### src/avr_pkg.sv
// ----------------------------------------------------------------------------
// avr_pkg: shared types and constants of the axis-angle vector rotator
// Holds the fixed-point constants, the arctangent table and the item record
// that travels down the chain of cells.
// ----------------------------------------------------------------------------
package avr_pkg;

    localparam int AVR_TRIG_ITER = 16;
    localparam int AVR_ATAN_N    = 30;
    localparam int AVR_ROOT_W    = 32;
    localparam int AVR_QUO_W     = 31;

    localparam logic signed [24:0] ANG_PI      = 25'sd3294199;
    localparam logic signed [24:0] ANG_TWO_PI  = 25'sd6588397;
    localparam logic signed [24:0] ANG_HALF_PI = 25'sd1647099;
    localparam logic signed [33:0] CORDIC_GAIN = 34'sd652032874;
    localparam logic signed [31:0] Q30_ONE     = 32'sd1073741824;
    localparam logic [30:0]        THR_RESET   = 31'd66;

    typedef struct packed {
        logic signed [31:0] vec_x;
        logic signed [31:0] vec_y;
        logic signed [31:0] vec_z;
        logic signed [31:0] axis_x;
        logic signed [31:0] axis_y;
        logic signed [31:0] axis_z;
        logic signed [23:0] turn_angle;
    } avr_raw_t;

    typedef struct packed {
        logic signed [31:0] vx;
        logic signed [31:0] vy;
        logic signed [31:0] vz;
        logic [2:0]         aneg;
        logic [31:0]        mx;
        logic [31:0]        my;
        logic [31:0]        mz;
        // Sum of squares, then the square root remainder.
        logic [63:0]        sq;
        logic [31:0]        root;
        logic               use_z;
        // Squares of the axis magnitudes, then the division remainders.
        logic [62:0]        rx;
        logic [62:0]        ry;
        logic [62:0]        rz;
        logic [30:0]        qx;
        logic [30:0]        qy;
        logic [30:0]        qz;
        logic signed [33:0] cx;
        logic signed [33:0] cy;
        logic signed [32:0] cz;
        logic               cneg;
    } avr_item_t;

    function automatic logic signed [32:0] avr_atan(input int idx);
        logic signed [32:0] val;
        case (idx)
            0:       val = 33'sd843314856;
            1:       val = 33'sd497837829;
            2:       val = 33'sd263043836;
            3:       val = 33'sd133525158;
            4:       val = 33'sd67021686;
            5:       val = 33'sd33543515;
            6:       val = 33'sd16775850;
            7:       val = 33'sd8388437;
            8:       val = 33'sd4194282;
            9:       val = 33'sd2097149;
            10:      val = 33'sd1048575;
            11:      val = 33'sd524287;
            12:      val = 33'sd262143;
            13:      val = 33'sd131071;
            14:      val = 33'sd65535;
            15:      val = 33'sd32767;
            16:      val = 33'sd16383;
            17:      val = 33'sd8191;
            18:      val = 33'sd4095;
            19:      val = 33'sd2047;
            20:      val = 33'sd1023;
            21:      val = 33'sd511;
            22:      val = 33'sd255;
            23:      val = 33'sd127;
            24:      val = 33'sd63;
            25:      val = 33'sd31;
            26:      val = 33'sd15;
            27:      val = 33'sd7;
            28:      val = 33'sd3;
            29:      val = 33'sd1;
            default: val = '0;
        endcase
        return val;
    endfunction

endpackage

### src/avr_sqrt_cell.sv
// ----------------------------------------------------------------------------
// avr_sqrt_cell: one bit of the axis length square root
// Decides result bit BIT by a trial subtraction from the remainder.
// ----------------------------------------------------------------------------
module avr_sqrt_cell import avr_pkg::*;
#(
    parameter int BIT = 0
)
(
    input  logic      clk,
    input  logic      rst_n,
    input  logic      en,
    input  logic      valid_in,
    input  avr_item_t item_in,
    output logic      valid_out,
    output avr_item_t item_out
);

    localparam logic [63:0] SQ_BIT   = 64'd1 << (2 * BIT);
    localparam logic [31:0] ROOT_BIT = 32'd1 << BIT;

    logic      valid_reg;
    avr_item_t item_reg, item_next;
    logic [63:0] trial;

    always_comb
    begin
        // The root so far has no bits at or below BIT, so the OR is an add.
        trial     = ({32'd0, item_in.root} << (BIT + 1)) | SQ_BIT;
        item_next = item_in;
        if (item_in.sq >= trial)
        begin
            item_next.sq   = item_in.sq - trial;
            item_next.root = item_in.root | ROOT_BIT;
        end
    end

    always_ff @(posedge clk or negedge rst_n)
    begin
        if (!rst_n)
        begin
            valid_reg <= 1'b0;
        end
        else if (en)
        begin
            valid_reg <= valid_in;
        end
    end

    always_ff @(posedge clk)
    begin
        if (en)
        begin
            item_reg <= item_next;
        end
    end

    assign valid_out = valid_reg;
    assign item_out  = item_reg;

endmodule

### config.mk
export PLATFORM = sky130hd
export DESIGN_NAME = avr_sqrt_cell
export DESIGN_NICKNAME = d
export VERILOG_FILES = /design/src/avr_pkg.sv /design/src/avr_sqrt_cell.sv
export SDC_FILE = /design/constraint.sdc
export NUM_CORES = 1
export LEC_CHECK = 0
export BUFFER_PORTS_ARGS = -buffer_cell sky130_fd_sc_hd__buf_2
export CELL_PAD_IN_SITES_DETAIL_PLACEMENT = 1
export CELL_PAD_IN_SITES_GLOBAL_PLACEMENT = 2
export CORE_AREA = 10 10 521 523
export DETAILED_ROUTE_END_ITERATION = 10
export DIE_AREA = 0 0 531 533
export PLACE_DENSITY = 0.38
export SYNTH_ARGS = -nofsm -noshare
export SYNTH_HDL_FRONTEND = slang
export SYNTH_SLANG_ARGS = --single-unit
### constraint.sdc
create_clock -name clk -period 0.8 [get_ports clk]
set_input_delay 0.12 -clock clk [delete_from_list [all_inputs] [get_ports clk]]
set_output_delay 0.12 -clock clk [all_outputs]
set_load 0.02 [all_outputs]
==> results.md <==
- Syn nets: between 1,500 and 2,000
- Slew headroom: between 50% and 60%
- VDD IR-drop max: 1480 uV
- Ys async rst share: 0.148%
- Synth Area in Compound Gates: under 10%
- Post-synth cell types: 54
- Met1 wire length: between 70,000 and 80,000 um
- Drt first-iter violations: ~1,100
- Crit Reg-Reg Startpoint: valid_out$_DFFE_PN0P_
- Top sig layer: met5
- CTS buffer count: 91
- Clock slew at reported path FFs: around 50 ps
- DIE AREA: around 0.28 mm2
- Clock root cell: clkbuf_16
- CTS sink count: between 600 and 700
- XOR/XNOR Fraction of Synth Area: roughly 2.3%
- Mapped Area: around 0.024 mm2
- Worst Max-Slew Pin Slew: ~700 ps
- CP endpoint kind: flip-flop
- Non-Filler Instances: around 7,200
- Initial antenna violation count: just over 100
- DP Area: around 0.038 mm2
- FF-to-FF setup slack: roughly 20 ps
- Met2 Routed Length: slightly above 90,000 um
- Hold_ws: -207 ps
- CP peak stage delay: roughly 530 ps
- Clock buffer depth: 3
- Type of origin of the critical path: input port
- Critical path class: in -> reg
- Skew final: 0 ps
- WL met3: between 20,000 and 25,000 um
- PortBufs: ~1,400
- Routed WL: 196,000 um
- Minimum clock period: between 2000 and 2500 ps
- Failing checks: hold timing, setup timing
- Largest area contributor in the netlist: edfxtp_1
- PnR worst setup slack: -1380 ps
- Core area: around 0.26 mm2
- P&R area growth vs syn: 126%
- Worst EP required: 1260 ps
- Arrival time of the worst setup path: 2640 ps
- Yosys warns: 0
- Syn avg cell area: around 20 um2
- Synth area leaders: edfxtp_1 86%, ha_1 1.7%, xor2_1 1.6%
- Slowest cell on the critical path: or4_4
- Yosys top cell area share: a little under nine tenths
- Final hold violation count: 25
- Largest net degree at the start of global routing: 40
- Maxcap violations: 0
- Finished layout cell area: between 0.05 and 0.06 mm2
- Global-route total usage across every layer: 13.2%
- Worst path cell trace: buf_6 -> or4_4 -> nand2b_4 -> or4_4 -> nor4b_4 -> buf_4 -> buf_12 -> nand4_4 -> buf_12 -> buf_12 -> mux2_4
- Critical Path Sink: item_out[421]$_DFFE_PP_
- Main combinational cell family by area after synthesis: simple AND/OR/NAND/NOR gates
- #FFs+latches synth: 677
- Drt pass-1 iters: 5
- Worst R2R End: valid_out$_DFFE_PN0P_
- # DRC: 0
- Die Y: approximately 530 um
- Routed via count: roughly 22,000
- Setup crit start: item_in[466]
- Antenna Nets Post-Route: 0
- Dpl cells: 6,249
- Max Clk Rate: around 460 MHz
- CP Max Fanout: 8
- Worst path most repeated cell: buf_12
- Lkg Pwr: ~0.021 uW
- Vias in the first global route: between 20,000 and 25,000
- GP Congestion: 0.821
- Pins Over Slew Limit: 0
- Row cnt: ~190
- Detailed-route vias per instance: ~3
- Chip width: around 530 um
- Final period utilization: 273%
- FILL cells: 29,154
- Share of layout cells above drive strength 1: 53.7%
- Seq/Total Area, Yosys: roughly 86%
- Avg WL per Cell: about 27 um
- Multiplexer area fraction after synthesis: less than 1%
- Synth Instances: between 1,000 and 1,500
- I/O Pins: 1,357
- Pwr dens: slightly above 2000 mW/mm2
- Fin nets: about 4,400
- Worst skew pair latency: roughly 720 ps
- RSZ-0062 raised after global routing: true
- Initial core utilization: 9.06%
- Status: complete, but fails checks
- Dpl hpwl: 163,000 um
- Final setup violation count: roughly 840
- Adder-cell share of the synthesized area: under 10%
- Top_reg_cell synth: edfxtp_1
- Post-synthesis simple-gate area fraction: approximately 4.5%
- CTS tree: yes
- Hold WC Path Type: in -> reg
- Worst Reg-to-Reg Cells: 1
- First-pass GRT wire length: approximately 250,000 um
- Post-synth EDFFs: between 600 and 700
- H-tree depth: 3
- Gr ovfl total: 0
[routing by layer]
layer / vias to the layer above / GRT usage [%]
met5: - / 0
met4: 18 / 2.28
met3: 249 / 6.04
met2: 1076 / 22.2
met1: 10635 / 15.5
li1: 9759 / -
[through the flow]
stage	utilization, %	power, uW	setup WS [ps]	setup TNS [ps]	hold WS [ps]
floorplan	-	49700	-1780	-109860	-176
global placement	14.5	62000	-2300	-334080	-104
detailed placement	14.5	61900	-2360	-336830	-103
CTS	20.0	112000	-1230	-595380	-323
global route	20.4	115000	-1380	-568620	-251
finish	20.4	110000	-1380	-509580	-207
[final cells by class]
type	instances	area (um2)	share of cell area, %
timing repair buffer	2445	21300	39.8
sequential	677	20300	38.1
multi-input combinational	463	4360	8.16
tap	3420	4280	8.02
clock buffer	113	2360	4.42
clock inverter	50	568	1.06
inverter	35	134	0.251
antenna	35	87.6	0.164
[synth_stat cells (all sizes together), types with 12 or more instances]
library cell,count
inv,35
a21o,12
nor3,21
clkbuf,14
nand2,55
o21ai,28
xor2,43
edfxtp,676
nor2,63
xnor2,18
nor4,16
a21oi,67
nand4,15
ha,33
[timing repair]
| action | in CTS | in global routing |
|---|---|---|
| cloned | 6 | 0 |
| pin swaps | 34 | 43 |
| setup buffers | 27 | 31 |
| endpoints found under the setup margin | 742 | 832 |
| hold buffers | 736 | 2 |
| hold endpoints to repair | 825 | 64 |
| gates resized for setup | 1073 | 226 |
[sequential cells by signal (all words and copies together), names as in the netlist]
signal and cells:
item_out 676, valid_out 1
[report_power, final]
part | switching, uW | total [uW] | internal (uW)
registers | 1870 | 44400 | 42500
clock network | 18100 | 41500 | 23400
logic | 12300 | 23700 | 11400
total | 32300 | 110000 | 77300
[worst min-delay path by stage]
stage / start / slack [ps] / depth (start not counted) / to
finish: item_in[418] / -210 / 2 / item_out[418]$_DFFE_PP_
global route: item_in[418] / -250 / 2 / item_out[418]$_DFFE_PP_
CTS: item_in[434] / -320 / 2 / item_out[434]$_DFFE_PP_
detailed placement: rst_n / -100 / 1 / valid_out$_DFFE_PN0P_
global placement: rst_n / -100 / 1 / valid_out$_DFFE_PN0P_
floorplan: rst_n / -180 / 0 / valid_out$_DFFE_PN0P_
[worst max-delay path, delay by kind of cell]
kind | cells | cell delay (ps)
muxes | 1 | 290
and+or+nand+nor | 5 | 1510
buffers and inverters | 5 | 720
[cell families (layout without fill, tap and decap cells)]
logic type	after synthesis	count (layout)
flip-flops	677	677
adder cells (fa/ha/maj)	34	34
other	0	35
XOR/XNOR	61	61
AO/OA/AOI/OAI	147	147
multiplexers	11	11
AND/OR/NAND/NOR	209	210
buffers and inverters	57	2643
[placed cells by master, fill, tap and decap left out, drive strengths merged, types with 11 or more instances in the layout]
cell type | Yosys | layout
a21o | 12 | 12
a21oi | 67 | 67
buf | 8 | 1708
clkbuf | 14 | 114
clkinv | 0 | 33
diode | 0 | 35
dlygate4sd3 | 0 | 736
edfxtp | 676 | 676
ha | 33 | 33
inv | 35 | 39
mux2 | 11 | 11
nand2 | 55 | 55
nand4 | 15 | 16
nor2 | 63 | 63
nor3 | 21 | 21
nor4 | 16 | 16
o21ai | 28 | 28
xnor2 | 18 | 18
xor2 | 43 | 43
No activity file was read; power rests on OpenSTA's default activity.
