[config.mk]
export PLATFORM = sky130hd
export DESIGN_NAME = avr_cordic_cell
export DESIGN_NICKNAME = d
export VERILOG_FILES = /design/src/avr_pkg.sv /design/src/avr_cordic_cell.sv
export SDC_FILE = /design/constraint.sdc
export NUM_CORES = 1
export LEC_CHECK = 0
export BUFFER_PORTS_ARGS = -buffer_cell sky130_fd_sc_hd__buf_2
export CAP_MARGIN = 40
export CELL_PAD_IN_SITES_DETAIL_PLACEMENT = 0
export CELL_PAD_IN_SITES_GLOBAL_PLACEMENT = 1
export CORE_AREA = 2 2 528 530
export DETAILED_ROUTE_END_ITERATION = 16
export DIE_AREA = 0 0 530 532
export HOLD_SLACK_MARGIN = 0.15
export MAX_ROUTING_LAYER = met4
export PLACE_DENSITY = 0.4
export SYNTH_ARGS = -nofsm -noshare
export SYNTH_HDL_FRONTEND = slang
export SYNTH_SLANG_ARGS = --single-unit
[constraint.sdc]
create_clock -name clk -period 1.72 [get_ports clk]
set_input_delay 0.43 -clock clk [delete_from_list [all_inputs] [get_ports clk]]
set_output_delay 0.43 -clock clk [all_outputs]
set_load 0.05 [all_outputs]
[src/avr_pkg.sv]
// ----------------------------------------------------------------------------
// avr_pkg: shared types and constants of the axis-angle vector rotator
// Holds the fixed-point constants, the arctangent table and the item record
// that travels down the chain of cells.
// ----------------------------------------------------------------------------
package avr_pkg;

    localparam int AVR_TRIG_ITER = 16;
    localparam int AVR_ATAN_N    = 30;
    localparam int AVR_ROOT_W    = 32;
    localparam int AVR_QUO_W     = 31;

    localparam logic signed [24:0] ANG_PI      = 25'sd3294199;
    localparam logic signed [24:0] ANG_TWO_PI  = 25'sd6588397;
    localparam logic signed [24:0] ANG_HALF_PI = 25'sd1647099;
    localparam logic signed [33:0] CORDIC_GAIN = 34'sd652032874;
    localparam logic signed [31:0] Q30_ONE     = 32'sd1073741824;
    localparam logic [30:0]        THR_RESET   = 31'd66;

    typedef struct packed {
        logic signed [31:0] vec_x;
        logic signed [31:0] vec_y;
        logic signed [31:0] vec_z;
        logic signed [31:0] axis_x;
        logic signed [31:0] axis_y;
        logic signed [31:0] axis_z;
        logic signed [23:0] turn_angle;
    } avr_raw_t;

    typedef struct packed {
        logic signed [31:0] vx;
        logic signed [31:0] vy;
        logic signed [31:0] vz;
        logic [2:0]         aneg;
        logic [31:0]        mx;
        logic [31:0]        my;
        logic [31:0]        mz;
        // Sum of squares, then the square root remainder.
        logic [63:0]        sq;
        logic [31:0]        root;
        logic               use_z;
        // Squares of the axis magnitudes, then the division remainders.
        logic [62:0]        rx;
        logic [62:0]        ry;
        logic [62:0]        rz;
        logic [30:0]        qx;
        logic [30:0]        qy;
        logic [30:0]        qz;
        logic signed [33:0] cx;
        logic signed [33:0] cy;
        logic signed [32:0] cz;
        logic               cneg;
    } avr_item_t;

    function automatic logic signed [32:0] avr_atan(input int idx);
        logic signed [32:0] val;
        case (idx)
            0:       val = 33'sd843314856;
            1:       val = 33'sd497837829;
            2:       val = 33'sd263043836;
            3:       val = 33'sd133525158;
            4:       val = 33'sd67021686;
            5:       val = 33'sd33543515;
            6:       val = 33'sd16775850;
            7:       val = 33'sd8388437;
            8:       val = 33'sd4194282;
            9:       val = 33'sd2097149;
            10:      val = 33'sd1048575;
            11:      val = 33'sd524287;
            12:      val = 33'sd262143;
            13:      val = 33'sd131071;
            14:      val = 33'sd65535;
            15:      val = 33'sd32767;
            16:      val = 33'sd16383;
            17:      val = 33'sd8191;
            18:      val = 33'sd4095;
            19:      val = 33'sd2047;
            20:      val = 33'sd1023;
            21:      val = 33'sd511;
            22:      val = 33'sd255;
            23:      val = 33'sd127;
            24:      val = 33'sd63;
            25:      val = 33'sd31;
            26:      val = 33'sd15;
            27:      val = 33'sd7;
            28:      val = 33'sd3;
            29:      val = 33'sd1;
            default: val = '0;
        endcase
        return val;
    endfunction

endpackage

[src/avr_cordic_cell.sv]
// ----------------------------------------------------------------------------
// avr_cordic_cell: one rotation step of the sine and cosine unit
// Rotates the CORDIC vector by the arctangent of 2^-STEP.
// ----------------------------------------------------------------------------
module avr_cordic_cell import avr_pkg::*;
#(
    parameter int STEP = 0
)
(
    input  logic      clk,
    input  logic      rst_n,
    input  logic      en,
    input  logic      valid_in,
    input  avr_item_t item_in,
    output logic      valid_out,
    output avr_item_t item_out
);

    logic      valid_reg;
    avr_item_t item_reg, item_next;
    logic signed [33:0] x, y, xs, ys;
    logic signed [32:0] z, at;

    always_comb
    begin
        x         = item_in.cx;
        y         = item_in.cy;
        z         = item_in.cz;
        xs        = x >>> STEP;
        ys        = y >>> STEP;
        at        = avr_atan(STEP);
        item_next = item_in;
        if (!z[32])
        begin
            item_next.cx = x - ys;
            item_next.cy = y + xs;
            item_next.cz = z - at;
        end
        else
        begin
            item_next.cx = x + ys;
            item_next.cy = y - xs;
            item_next.cz = z + at;
        end
    end

    always_ff @(posedge clk or negedge rst_n)
    begin
        if (!rst_n)
        begin
            valid_reg <= 1'b0;
        end
        else if (en)
        begin
            valid_reg <= valid_in;
        end
    end

    always_ff @(posedge clk)
    begin
        if (en)
        begin
            item_reg <= item_next;
        end
    end

    assign valid_out = valid_reg;
    assign item_out  = item_reg;

endmodule

==> impl_metrics.csv <==
group,metric,value,unit
worst_setup_path,worst_r2r_endpoint,"valid_out",
routing,drt-vias-per-instance,3.293,
layout,final_cell_mix,"726 x buf_6, 675 x edfxtp_1, 657 x buf_2",
worst_setup_path,timing.critical_path.required,2.24,ns
global_routing,number_of_global_route_vias_before_repair,27794,
synth,post_synth_instance_area,27500,sq um
sta,period_needed,2.435,ns
power_and_ir_drop,pwr-share-comb,0.313,
sta,setup_ws,-0.7149,ns
worst_setup_path,crit_top_cell,"buf_4",
synth,ys.flop_type,"edfxtp_1",
global_routing,grt_max_degree,62,
power_and_ir_drop,power_report.internal_total,38870,uW
clock_network,clock_slew_seen_by_the_registers_of_the_worst_setup_and_hold_paths,0.05,ns
layout,final_common_cell,"buf_6",
sta,relSlewSlack,0.5533,
run,drv.max_cap_violation_count,0,
routing,postRouteAntennaNets,0,
power_and_ir_drop,switching_share,0.3588,
worst_setup_path,critPathLaunch,"item_in[33]",
routing,detail_route.iter0.violations,1826,
synth,synth.ff_latch_count,676,
global_routing,globalRouteTotalUtil,0.1842,
layout,register_area,20290,sq um
layout,final_layout_size_suffix_gt1_frac,0.5355,
hold_path,holdCritStartpoint,"item_in[26]",
clock_network,clock_tree.htree_level_count,3,
sta,worst-slew-pin-transition,0.6653,ns
clock_network,tritoncts.num_buffers,97,
worst_setup_path,timing.critical_path.from_type,"input port",
die,floorplan.die.width,530,microns
routing,drc_errors,0,
layout,num-fill-cells,29916,
clock_network,cts_max_path_buffers,4,
clock_network,clock_tree.root_cell,"clkbuf_16",
sta,setup_viol,743,
synth,yosys.cell_types.count,78,
synth,asyncSetResetFlopFracSynth,0.001479,
sta,min_period_over_period,1.416,
outcome,status,"finished, violations left",
power_and_ir_drop,power_switching,21750,uW
synth,mappedNetlistNets,2554,
power_and_ir_drop,power_per_cell_area,1029,nW/um^2
clock_network,clock_sinks,676,
sta,rsz0062_at_grt,"true",
synth,synth_warnings,0,
layout,area_growth_syn_to_layout,114.3,%
hold_path,min_to,"item_out[26]",
power_and_ir_drop,worst_ir_drop_vdd,0.0006748,V
routing,total_routed_length,261.6,mm
placed_design,dp.final_hpwl,225.9,mm
power_and_ir_drop,leakage,0.02372,uW
clock_network,cts_tree,"built",
worst_setup_path,worst_path_max_delay_cell,"or3_4",
synth,synth_enable_flop_cells,675,
outcome,failed_checks,"negative setup slack",
die,design.die.area,282000,sq um
hold_path,class_of_the_tightest_hold_or_removal_check,"in2reg",
worst_setup_path,worst_r2r_path_depth,1,
worst_setup_path,endpoint_kind,"flip-flop",
synth,synth.yosys.seq_area_share,0.7380,
sta,worst_clock_skew,0,ns
worst_setup_path,worstSetupPathType,"in2reg",
sta,finalHoldWorstSlack,0.2389,ns
power_and_ir_drop,pwr-share-clk,0.339,
worst_setup_path,worstReg2RegStart,"valid_out",
layout,finish.utilization,0.2137,
global_routing,first_pass_grt_wire_length,322.2,mm
die,fp-row-count,193,
worst_setup_path,crit_path_max_fanout,7,
clock_network,clock_latency_at_the_later_pin_of_the_worst_skew_pair,0.78,ns
die,initial_utilization,0.09972,
sta,final-hold-violation-count,0,
worst_setup_path,reg2reg_setup_slack,0.95,ns
placed_design,place_worst_setup_slack,-1.766,ns
routing,detailroute.via_count,26785,
global_routing,antenna_violations_before_repair,190,
global_routing,overflow,0,
hold_path,whs_path_depth,4,
die,ios,1357,
sta,fmaxAchievable,0.4107,GHz
die,area_of_the_core,275800,sq um
die,floorplan.die.height,532,microns
worst_setup_path,timing.critical_path.slowest_cell_delay,0.40,ns
routing,post_drt_wl_per_cell,32.16,microns
synth,synthesis.instances,1743,
layout,layout.nets,5063,
sta,slew_viol_final,0,
worst_setup_path,crit_chain,"buf_16 > buf_4 > ha_4 > o21a_1 > o211ai_1 > buf_4 > buf_4 > o2bb2ai_4 > or3_4 > a311o_1 > a21oi_2 > nor2_1 > o31a_1",
power_and_ir_drop,p_seq_frac,0.348,
routing,drt_first_pass_iters,7,
placed_design,gpl.final_weighted_congestion,0.9470,
synth,avg_cell_area_syn,15.78,sq um
layout,multi_input_gate_area,8687,sq um
worst_setup_path,arrival,2.95,ns
placed_design,port_buffers,1356,
==> routing by layer <==
metal  up-vias  track usage  routed length, microns
met5         -            -                       0
met4         0      0.04715                    7655
met3       324      0.06346                   23600
met2      1265       0.3088                  127200
met1     13432       0.2078                  103200
li1      11764            -                       -
==> cell type report <==
cell class | count | share of cell area
diodes | 105 | 0.004458
clock buffers | 112 | 0.04250
clock inverters | 58 | 0.01019
inverters | 111 | 0.008513
multi-input cells | 909 | 0.1474
flip-flops and latches | 676 | 0.3443
well taps | 3705 | 0.07865
repair buffers | 2457 | 0.3640
==> per-stage QoR <==
stage               instances  setup TNS [ns]  cell area, sq um  power [uW]
detailed placement       7207         -108.50             42960       35950
global placement         7207         -108.69             42960       36110
floorplan                1743          -51.50             28250       28440
finish                   8133          -97.19             58940       60620
CTS                      8010         -159.43             58030       61550
global route             8101         -141.77             58860       62770
==> flip-flops by register name, summed over array words and instances, names as in the netlist <==
signal,count
item_out,675
valid_out,1
==> synth_stat cells, drive strengths merged (11+ instances only) <==
master	instances	area share
a211oi	20	0.0058
a21o	36	0.0098
a21oi	139	0.025
buf	23	0.0043
clkbuf	24	0.0033
edfxtp	675	0.74
ha	127	0.058
inv	108	0.015
mux2i	22	0.0080
nand2	49	0.0067
nand4	14	0.0032
nor2	100	0.014
nor2b	16	0.0036
nor3	13	0.0024
o211ai	13	0.0035
o21a	11	0.0030
o21ai	80	0.015
o21bai	29	0.0079
o31ai	11	0.0034
or3	12	0.0027
xnor2	73	0.023
xor2	17	0.0054
==> kinds of logic (layout without fill, tap and decap cells) <==
group           after synthesis  after routing  share of synthesized area
compound gates              409            409                    0.09677
xor+xnor                     90             90                    0.02866
fa+ha+maj                   131            131                    0.06069
buf+inv                     158           2738                    0.02275
flops                       676            676                     0.7380
mux                          23             23                   0.008417
other cells                   0            105                          0
simple gates                256            256                    0.04472
==> power by group through the flow <==
stage / clock network (uW) / registers, uW / logic [uW]
4_1_cts: 21300 / 21100 / 19100
2_1_floorplan: 0 / 26000 / 2440
5_1_grt: 21800 / 21200 / 19800
6_report: 20500 / 21100 / 19000
3_3_place_gp: 0 / 21100 / 15000
3_5_place_dp: 0 / 21000 / 15000
==> how the worst max path moves through the flow <==
stage / endpoint / cells after the start
final: item_out[27] / 13
after detailed placement: item_out[32] / 13
after floorplan: item_out[32] / 13
after global placement: item_out[32] / 13
after global routing: item_out[32] / 13
after CTS: item_out[32] / 14
==> critical path, delay by kind of cell <==
family / cells / cell delay (ns)
AND/OR/NAND/NOR: 2 / 0.45
buffers and inverters: 4 / 0.54
adder cells (fa/ha/maj): 1 / 0.20
AO/OA/AOI/OAI: 6 / 1.31
==> what timing repair did <==
item                                    4_1_cts  5_1_grt
buffers inserted                             55       31
resized for setup                          1629      126
endpoints found under the setup margin      746      749
pin swaps                                   119      108
hold endpoints to repair                    596        0
hold buffers                                590        0
(Power assumes the default switching activity.)
