File: src/avr_pkg.sv
// ----------------------------------------------------------------------------
// avr_pkg: shared types and constants of the axis-angle vector rotator
// Holds the fixed-point constants, the arctangent table and the item record
// that travels down the chain of cells.
// ----------------------------------------------------------------------------
package avr_pkg;

    localparam int AVR_TRIG_ITER = 16;
    localparam int AVR_ATAN_N    = 30;
    localparam int AVR_ROOT_W    = 32;
    localparam int AVR_QUO_W     = 31;

    localparam logic signed [24:0] ANG_PI      = 25'sd3294199;
    localparam logic signed [24:0] ANG_TWO_PI  = 25'sd6588397;
    localparam logic signed [24:0] ANG_HALF_PI = 25'sd1647099;
    localparam logic signed [33:0] CORDIC_GAIN = 34'sd652032874;
    localparam logic signed [31:0] Q30_ONE     = 32'sd1073741824;
    localparam logic [30:0]        THR_RESET   = 31'd66;

    typedef struct packed {
        logic signed [31:0] vec_x;
        logic signed [31:0] vec_y;
        logic signed [31:0] vec_z;
        logic signed [31:0] axis_x;
        logic signed [31:0] axis_y;
        logic signed [31:0] axis_z;
        logic signed [23:0] turn_angle;
    } avr_raw_t;

    typedef struct packed {
        logic signed [31:0] vx;
        logic signed [31:0] vy;
        logic signed [31:0] vz;
        logic [2:0]         aneg;
        logic [31:0]        mx;
        logic [31:0]        my;
        logic [31:0]        mz;
        // Sum of squares, then the square root remainder.
        logic [63:0]        sq;
        logic [31:0]        root;
        logic               use_z;
        // Squares of the axis magnitudes, then the division remainders.
        logic [62:0]        rx;
        logic [62:0]        ry;
        logic [62:0]        rz;
        logic [30:0]        qx;
        logic [30:0]        qy;
        logic [30:0]        qz;
        logic signed [33:0] cx;
        logic signed [33:0] cy;
        logic signed [32:0] cz;
        logic               cneg;
    } avr_item_t;

    function automatic logic signed [32:0] avr_atan(input int idx);
        logic signed [32:0] val;
        case (idx)
            0:       val = 33'sd843314856;
            1:       val = 33'sd497837829;
            2:       val = 33'sd263043836;
            3:       val = 33'sd133525158;
            4:       val = 33'sd67021686;
            5:       val = 33'sd33543515;
            6:       val = 33'sd16775850;
            7:       val = 33'sd8388437;
            8:       val = 33'sd4194282;
            9:       val = 33'sd2097149;
            10:      val = 33'sd1048575;
            11:      val = 33'sd524287;
            12:      val = 33'sd262143;
            13:      val = 33'sd131071;
            14:      val = 33'sd65535;
            15:      val = 33'sd32767;
            16:      val = 33'sd16383;
            17:      val = 33'sd8191;
            18:      val = 33'sd4095;
            19:      val = 33'sd2047;
            20:      val = 33'sd1023;
            21:      val = 33'sd511;
            22:      val = 33'sd255;
            23:      val = 33'sd127;
            24:      val = 33'sd63;
            25:      val = 33'sd31;
            26:      val = 33'sd15;
            27:      val = 33'sd7;
            28:      val = 33'sd3;
            29:      val = 33'sd1;
            default: val = '0;
        endcase
        return val;
    endfunction

endpackage

File: src/avr_div_cell.sv
// ----------------------------------------------------------------------------
// avr_div_cell: one quotient bit of the axis normalization
// Restoring division step for all three axis components at bit BIT.
// ----------------------------------------------------------------------------
module avr_div_cell import avr_pkg::*;
#(
    parameter int BIT = 0
)
(
    input  logic      clk,
    input  logic      rst_n,
    input  logic      en,
    input  logic      valid_in,
    input  avr_item_t item_in,
    output logic      valid_out,
    output avr_item_t item_out
);

    localparam logic [30:0] QUO_BIT = 31'd1 << BIT;

    logic      valid_reg;
    avr_item_t item_reg, item_next;
    logic [62:0] dsh;

    always_comb
    begin
        dsh       = 63'(item_in.root) << BIT;
        item_next = item_in;
        if (item_in.rx >= dsh)
        begin
            item_next.rx = item_in.rx - dsh;
            item_next.qx = item_in.qx | QUO_BIT;
        end
        if (item_in.ry >= dsh)
        begin
            item_next.ry = item_in.ry - dsh;
            item_next.qy = item_in.qy | QUO_BIT;
        end
        if (item_in.rz >= dsh)
        begin
            item_next.rz = item_in.rz - dsh;
            item_next.qz = item_in.qz | QUO_BIT;
        end
    end

    always_ff @(posedge clk or negedge rst_n)
    begin
        if (!rst_n)
        begin
            valid_reg <= 1'b0;
        end
        else if (en)
        begin
            valid_reg <= valid_in;
        end
    end

    always_ff @(posedge clk)
    begin
        if (en)
        begin
            item_reg <= item_next;
        end
    end

    assign valid_out = valid_reg;
    assign item_out  = item_reg;

endmodule

File: config.mk
export PLATFORM = sky130hd
export DESIGN_NAME = avr_div_cell
export DESIGN_NICKNAME = d
export VERILOG_FILES = /design/src/avr_pkg.sv /design/src/avr_div_cell.sv
export SDC_FILE = /design/constraint.sdc
export NUM_CORES = 1
export LEC_CHECK = 0
export BUFFER_PORTS_ARGS = -buffer_cell sky130_fd_sc_hd__buf_2
export CORE_AREA = 4 4 522 524
export CTS_CLUSTER_DIAMETER = 150
export CTS_CLUSTER_SIZE = 20
export DETAILED_ROUTE_END_ITERATION = 8
export DIE_AREA = 0 0 526 528
export GPL_ROUTABILITY_DRIVEN = 0
export SLEW_MARGIN = 5
export SYNTH_ARGS = -nofsm -noshare
export SYNTH_HDL_FRONTEND = slang
export SYNTH_SLANG_ARGS = --single-unit
File: constraint.sdc
create_clock -name clk -period 0.8 [get_ports clk]
set_input_delay 0.16 -clock clk [delete_from_list [all_inputs] [get_ports clk]]
set_output_delay 0.16 -clock clk [all_outputs]
set_load 0.05 [all_outputs]
==> results of run 1 <==
metrics by stage:
step | total power [mW] | instance area [um^2] | hold slack (ps) | util (%) | setup slack (ps)
5_1_grt | 120 | 67200 | -13.9 | 25.1 | -1900
3_5_place_dp | 86.5 | 54100 | -62.3 | 20.2 | -3000
2_1_floorplan | 61.0 | 30000 | -136 | - | -2050
6_report | 116 | 67300 | 14.5 | 25.2 | -1850
4_1_cts | 117 | 65800 | -280 | 24.6 | -1790
3_3_place_gp | 86.3 | 54100 | -65.4 | 20.2 | -2960
critical path: stages:
cell	delay (ps)
buf_8	80
clkinvlp_4	80
buf_12	140
buf_12	120
ha_4	230
nor2b_4	130
o31a_1	270
o211ai_1	170
buf_4	170
nand3_4	110
a21o_1	250
a21oi_2	160
or4b_4	490
buf_6	160
nor4b_4	230
xor2_1	110
what timing repair did:
| item | 4_1_cts | 5_1_grt |
|---|---|---|
| buffers inserted | 113 | 49 |
| endpoints found under the setup margin | 869 | 1207 |
| cloned | 14 | 3 |
| hold buffers | 676 | 4 |
| gates resized for setup | 545 | 245 |
| hold endpoints to repair | 721 | 6 |
| pin swaps | 178 | 157 |
report_power, final:
group          internal, mW  leakage [nW]  total (mW)  switching, mW
clock                  10.6         0.615        24.4           13.8
combinational          20.1          20.1        45.9           25.9
sequential             43.0          6.63        45.9           2.94
total                  73.6          27.3         116           42.6
logic make-up (layout without fill, tap and decap cells):
group	Yosys count	count (layout)
AOI/OAI and AO/OA	419	419
DFF	677	677
other	0	88
buffers and inverters	123	3005
and+or+nand+nor	600	600
xor gates and xnor gates	175	175
adders and majority gates	102	102
muxes	10	10
state kept, by name (all words and copies together) (netlist names):
signal,flops
item_out,676
valid_out,1
Yosys cell counts (all sizes together), types with 53 or more instances:
library cell	instances	area, um^2
xnor2	86	753
xor2	89	780
nor2	128	480
o21ai	123	616
inv	58	218
nor3	57	307
nand2	178	671
a21oi	118	594
ha	99	1240
edfxtp	676	20300
nand3	53	265
cell usage in the layout (no fill, tap or decap), types with 14 or more instances in the layout:
cell type,instances
buf_8,16
diode_2,88
buf_6,85
nand2_1,107
edfxtp_1,676
dlygate4sd3_1,680
nand4_1,26
ha_1,52
a21o_1,49
nor4_4,21
clkbuf_16,46
xnor2_1,68
a21oi_1,86
buf_2,836
nor3_1,30
ha_4,40
inv_1,35
nand2_2,29
buf_12,562
o21ai_2,55
nand3_1,34
nor3_4,18
a21oi_2,20
o21ai_0,31
xor2_1,85
xnor2_2,18
buf_4,703
o21ai_1,26
o21a_1,14
nor2_1,107
nand2_4,40
cell type report:
cell class	count	area share, %
Antenna cell	88	0.327
Timing Repair Buffer	2892	43.1
Clock buffer	44	1.60
Clock inverter	11	0.266
Sequential cell	677	30.2
Multi-Input combinational cell	1306	17.5
Inverter	58	0.407
Tap cell	3552	6.61
metal layers:
layer  global-route usage, %  part of all wire, %  vias to the layer above
met3                    5.89                  9.1                      456
li1                        -                    -                    13800
met1                    20.6                   38                    15900
met5                       0                0.064                        -
met4                    7.41                  5.1                       26
met2                    30.2                   48                     1854
path summary, 6_finish.rpt:
path / cells after the start / slack (ps) / to
worst max-delay path: 16 / -1850 / item_out[372]$_DFFE_PP_
worst min-delay path: 5 / 10 / item_out[252]$_DFFE_PP_
worst max register to register: 1 / 40 / valid_out$_DFFE_PN0P_
worst min register to register: 1 / 510 / valid_out$_DFFE_PN0P_
max in group asynchronous: 3 / 370 / valid_out$_DFFE_PN0P_
min in group asynchronous: 3 / 320 / valid_out$_DFFE_PN0P_
==> metrics.txt, run 1 <==
status=finished, violations left; violated checks=negative setup slack; Async S/R FF share, synth=less than 1%; leakage power=27.3 nW; First-pass DRT Iterations=7; r2r startpoint=valid_out$_DFFE_PN0P_; vias=32100; P per Cell Area=around 1700 nW/um^2; routed len/inst=30.3 um; Sequential Area=a little over 20000 um^2; initial antenna violation count=~140; headroom to the max-slew limit=about 52%; Inst Count DP=between 7000 and 8000; Synth Area in Simple Gates=around a tenth; Avg Cell Area, Syn=14.0 um^2; port bufs=about 1400; worst-path fanout max=5; Setup crit start kind=input pin; Seq/Total Area, Yosys=between 60% and 70%; Post-synth top flop=edfxtp_1; Final nets=between 5000 and 6000; fillers=around 28000; largest family of logic cells by synthesized area=simple AND/OR/NAND/NOR gates; total grt overflow=0; core area=roughly 270000 um^2; fmax=approximately 0.38 GHz; crit path DAT=3090 ps; layout cells sized above 1=54.8%; Num CTS Buffers=between 40 and 50; Worst Path Required=~1200 ps; DRT iter0 DRCs=about 2500; final hold vios=0; largest net degree at the start of global routing=between 40 and 50; Die H=528 um; fin crit share=331%; Yosys Warn Count=0; Synth Area in Adders=~4.4%; hold path start=item_in[248]; DIE AREA=~280000 um^2; TritonCTS clock tree=built; Sink Count=around 680; Setup Crit Path Kind=in2reg; row cnt=190; crit path capture type=flip-flop; Worst Max-Slew Pin Slew=between 700 and 800 ps; global-route wire length before repair=330000 um; Clock Skews=0 ps; Synth Register Bits=approximately 680; area grow syn2layout=129%; crit path time final=roughly 2600 ps; mapped cell area=about 29000 um^2; Initial Util=11.0%; Die W=526 um; HPWL Detailed=between 200000 and 250000 um; number of flops mapped to enable cells by yosys=roughly 680; worst setup path start=item_in[386]; fin cells=8628; worst skew pair latency=roughly 660 ps; Synth Area in Compound Gates=just under 9%; total wire length=261000 um; synth unique cells=between 80 and 90; syn_nets=about 2900; multiplexer area fraction after synthesis=less than 1%; via density per instance=around 3.7; H-Tree Level Count=2; Setup WS post-layout=-1850 ps; peak supply drop=between 1.5 and 2 mV; multi-input gate area in the final layout=11800 um^2; Gate Count Post-Synth=between 2000 and 2500; post-synthesis xor/xnor area fraction=5.21%; max_cap viols=0; clock slew at reported path FFs=~100 ps; GRT Overall Usage=roughly 18%; Final Max Slew Viols=0; Remaining DRCs=0; unrepaired setup endpoints after global routing=true; Worst Hold Class=in2reg; vias in the first global route=roughly 33000; Clock Tree Buf Depth=3; Detail Route Antenna Nets=0; total negative setup slack=-943400 ps; Setup-failing EPs final=1207; CTS root buffer=clkbuf_16; Ports=~1400
(Power assumes the default switching activity.)
==> inputs of run 2 (changes only) <==
RECOVER_POWER = 100   (was not set)
==> metrics.txt, run 2 (same netlist as run 1, synthesis figures left out) <==
Worst Max-Slew Pin Slew=1100 ps (was 717 ps); Final Max Slew Viols=0 (unchanged); Clock Tree Buf Depth=3 (unchanged); leakage power=27.1 nW (was 27.3 nW); status=finished, violations left (unchanged); violated checks=negative setup slack (unchanged); max_cap viols=0 (unchanged); fillers=27600 (was 27500); DIE AREA=278000 um^2 (unchanged); fmax=0.376 GHz (was 0.378 GHz); Die W=526 um (unchanged); core area=267000 um^2 (unchanged); worst-path fanout max=5 (unchanged); HPWL Detailed=218000 um (unchanged); global-route wire length before repair=330000 um (unchanged); crit path capture type=flip-flop (unchanged); First-pass DRT Iterations=5 (was 7); vias in the first global route=32800 (unchanged); Die H=528 um (unchanged); DRT iter0 DRCs=2417 (was 2515); Setup-failing EPs final=1535 (was 1207); Setup WS post-layout=-1860 ps (was -1850 ps); layout cells sized above 1=52.9% (was 54.8%); final hold vios=0 (unchanged); total wire length=261000 um (about the same); initial antenna violation count=138 (was 137); row cnt=190 (unchanged); Clock Skews=0 ps (unchanged); Sequential Area=20300 um^2 (unchanged); final core utilization=25.1% (was 25.2%); commonest cells after routing, fill and taps aside=buf_2 (743), buf_4 (690), dlygate4sd3_1 (680) (was buf_2 (836), buf_4 (703), dlygate4sd3_1 (680)); via density per instance=3.72 (about the same); GRT Overall Usage=17.8% (unchanged); area grow syn2layout=128% (was 129%); Worst Hold Class=in2reg (unchanged); crit path DAT=3090 ps (about the same); port bufs=1356 (unchanged); TritonCTS clock tree=built (unchanged); vias=32100 (about the same); Sink Count=677 (unchanged); P per Cell Area=1730 nW/um^2 (about the same); H-Tree Level Count=2 (unchanged); Ports=1357 (unchanged); Worst Path Required=1240 ps (about the same); clock slew at reported path FFs=100 ps (about the same); Final nets=5760 (unchanged); largest net degree at the start of global routing=46 (unchanged); CTS root buffer=clkbuf_16 (unchanged); Num CTS Buffers=43 (unchanged); multi-input gate area in the final layout=11800 um^2 (unchanged); total grt overflow=0 (unchanged); headroom to the max-slew limit=26.7% (was 52.1%); Setup Crit Path Kind=in2reg (unchanged); commonest non-fill, non-tap cell in the layout=buf_2 (unchanged); reg-to-reg slack, setup=40 ps (about the same); Initial Util=11.0% (unchanged); Remaining DRCs=0 (unchanged); routed len/inst=30.3 um (about the same); post-route cell area=67100 um^2 (was 67300 um^2); peak supply drop=1.74 mV (about the same); Setup crit start kind=input pin (unchanged); Detail Route Antenna Nets=0 (unchanged); unrepaired setup endpoints after global routing=true (unchanged); placed instance area=54100 um^2 (unchanged); fin crit share=332% (was 331%); crit path time final=2660 ps (was 2650 ps); max reg flops=676 (unchanged); worst skew pair latency=660 ps (about the same)
run 2: cell types whose count changed in the layout (fill, tap and decap cells not counted):
cell / change
clkbuf_1: +93
diode_2: +2
buf_12: -2
buf_4: -13
clkbuf_4: +8
clkbuf_2: +7
buf_2: -93
run 2: through the flow:
| stage | TNS, ps | worst slack, ps | hold slack, ps | power [mW] | cells |
|---|---|---|---|---|---|
| final | -979810 | -1860 | 14.3 | 116 | 8630 |
| after global routing | -1023530 | -1900 | -13.9 | 120 | 8604 |
| after CTS | -958630 | -1790 | -280 | 117 | 8509 |
| after detailed placement | -773730 | -3000 | -62.3 | 86.5 | 7660 |
| after global placement | -749820 | -2960 | -65.4 | 86.3 | 7660 |
| after floorplan | -338180 | -2050 | -136 | 61.0 | 2106 |
run 2: area by class of cell:
cell class / count / area share, %
antenna: 90 / 0.335
clock buffer: 44 / 1.61
clock inverter: 11 / 0.267
inverter: 58 / 0.408
multi-input combinational: 1306 / 17.5
sequential: 677 / 30.3
tap: 3552 / 6.62
timing repair buffer: 2892 / 43.0
run 2: worst max-delay path, cell delays in order:
cell,delay (ps)
buf_8,80
clkinvlp_4,80
buf_12,140
buf_12,120
ha_4,230
nor2b_4,130
o31a_1,270
o211ai_1,170
buf_4,160
nand3_4,120
a21o_1,250
a21oi_2,160
or4b_4,490
buf_6,160
nor4b_4,230
xor2_1,110
run 2: routing by layer:
metal | up-vias | routed length (um) | part of all wire, % | track usage [%]
met1 | 15900 | 99100 | 38 | 20.6
met3 | 453 | 23700 | 9.1 | 5.89
met5 | - | 172 | 0.066 | 0
met2 | 1822 | 125000 | 48 | 30.2
met4 | 26 | 13300 | 5.1 | 7.41
li1 | 13800 | - | - | -
run 2: what timing repair did:
| item | 4_1_cts | 5_1_grt |
|---|---|---|
| gates cloned | 14 | 3 |
| setup endpoints to repair | 869 | 1207 |
| hold endpoints to repair | 721 | 6 |
| hold buffers | 676 | 4 |
| resized for setup | 545 | 245 |
| setup buffers | 113 | 49 |
| pin swaps | 178 | 157 |
run 2: worst paths after layout:
path | to | start | depth (start not counted)
max in group asynchronous | valid_out$_DFFE_PN0P_ | rst_n | 3
worst max register to register | valid_out$_DFFE_PN0P_ | valid_out$_DFFE_PN0P_ | 1
min in group asynchronous | valid_out$_DFFE_PN0P_ | rst_n | 3
worst min register to register | valid_out$_DFFE_PN0P_ | valid_out$_DFFE_PN0P_ | 1
worst min-delay path | item_out[252]$_DFFE_PP_ | item_in[248] | 5
worst max-delay path | item_out[372]$_DFFE_PP_ | item_in[386] | 16
run 2: power breakdown:
| group | internal (mW) | total (mW) | switching, mW |
|---|---|---|---|
| Sequential | 43.0 | 45.9 | 2.94 |
| Combinational | 20.0 | 45.8 | 25.9 |
| Clock | 10.6 | 24.5 | 13.9 |
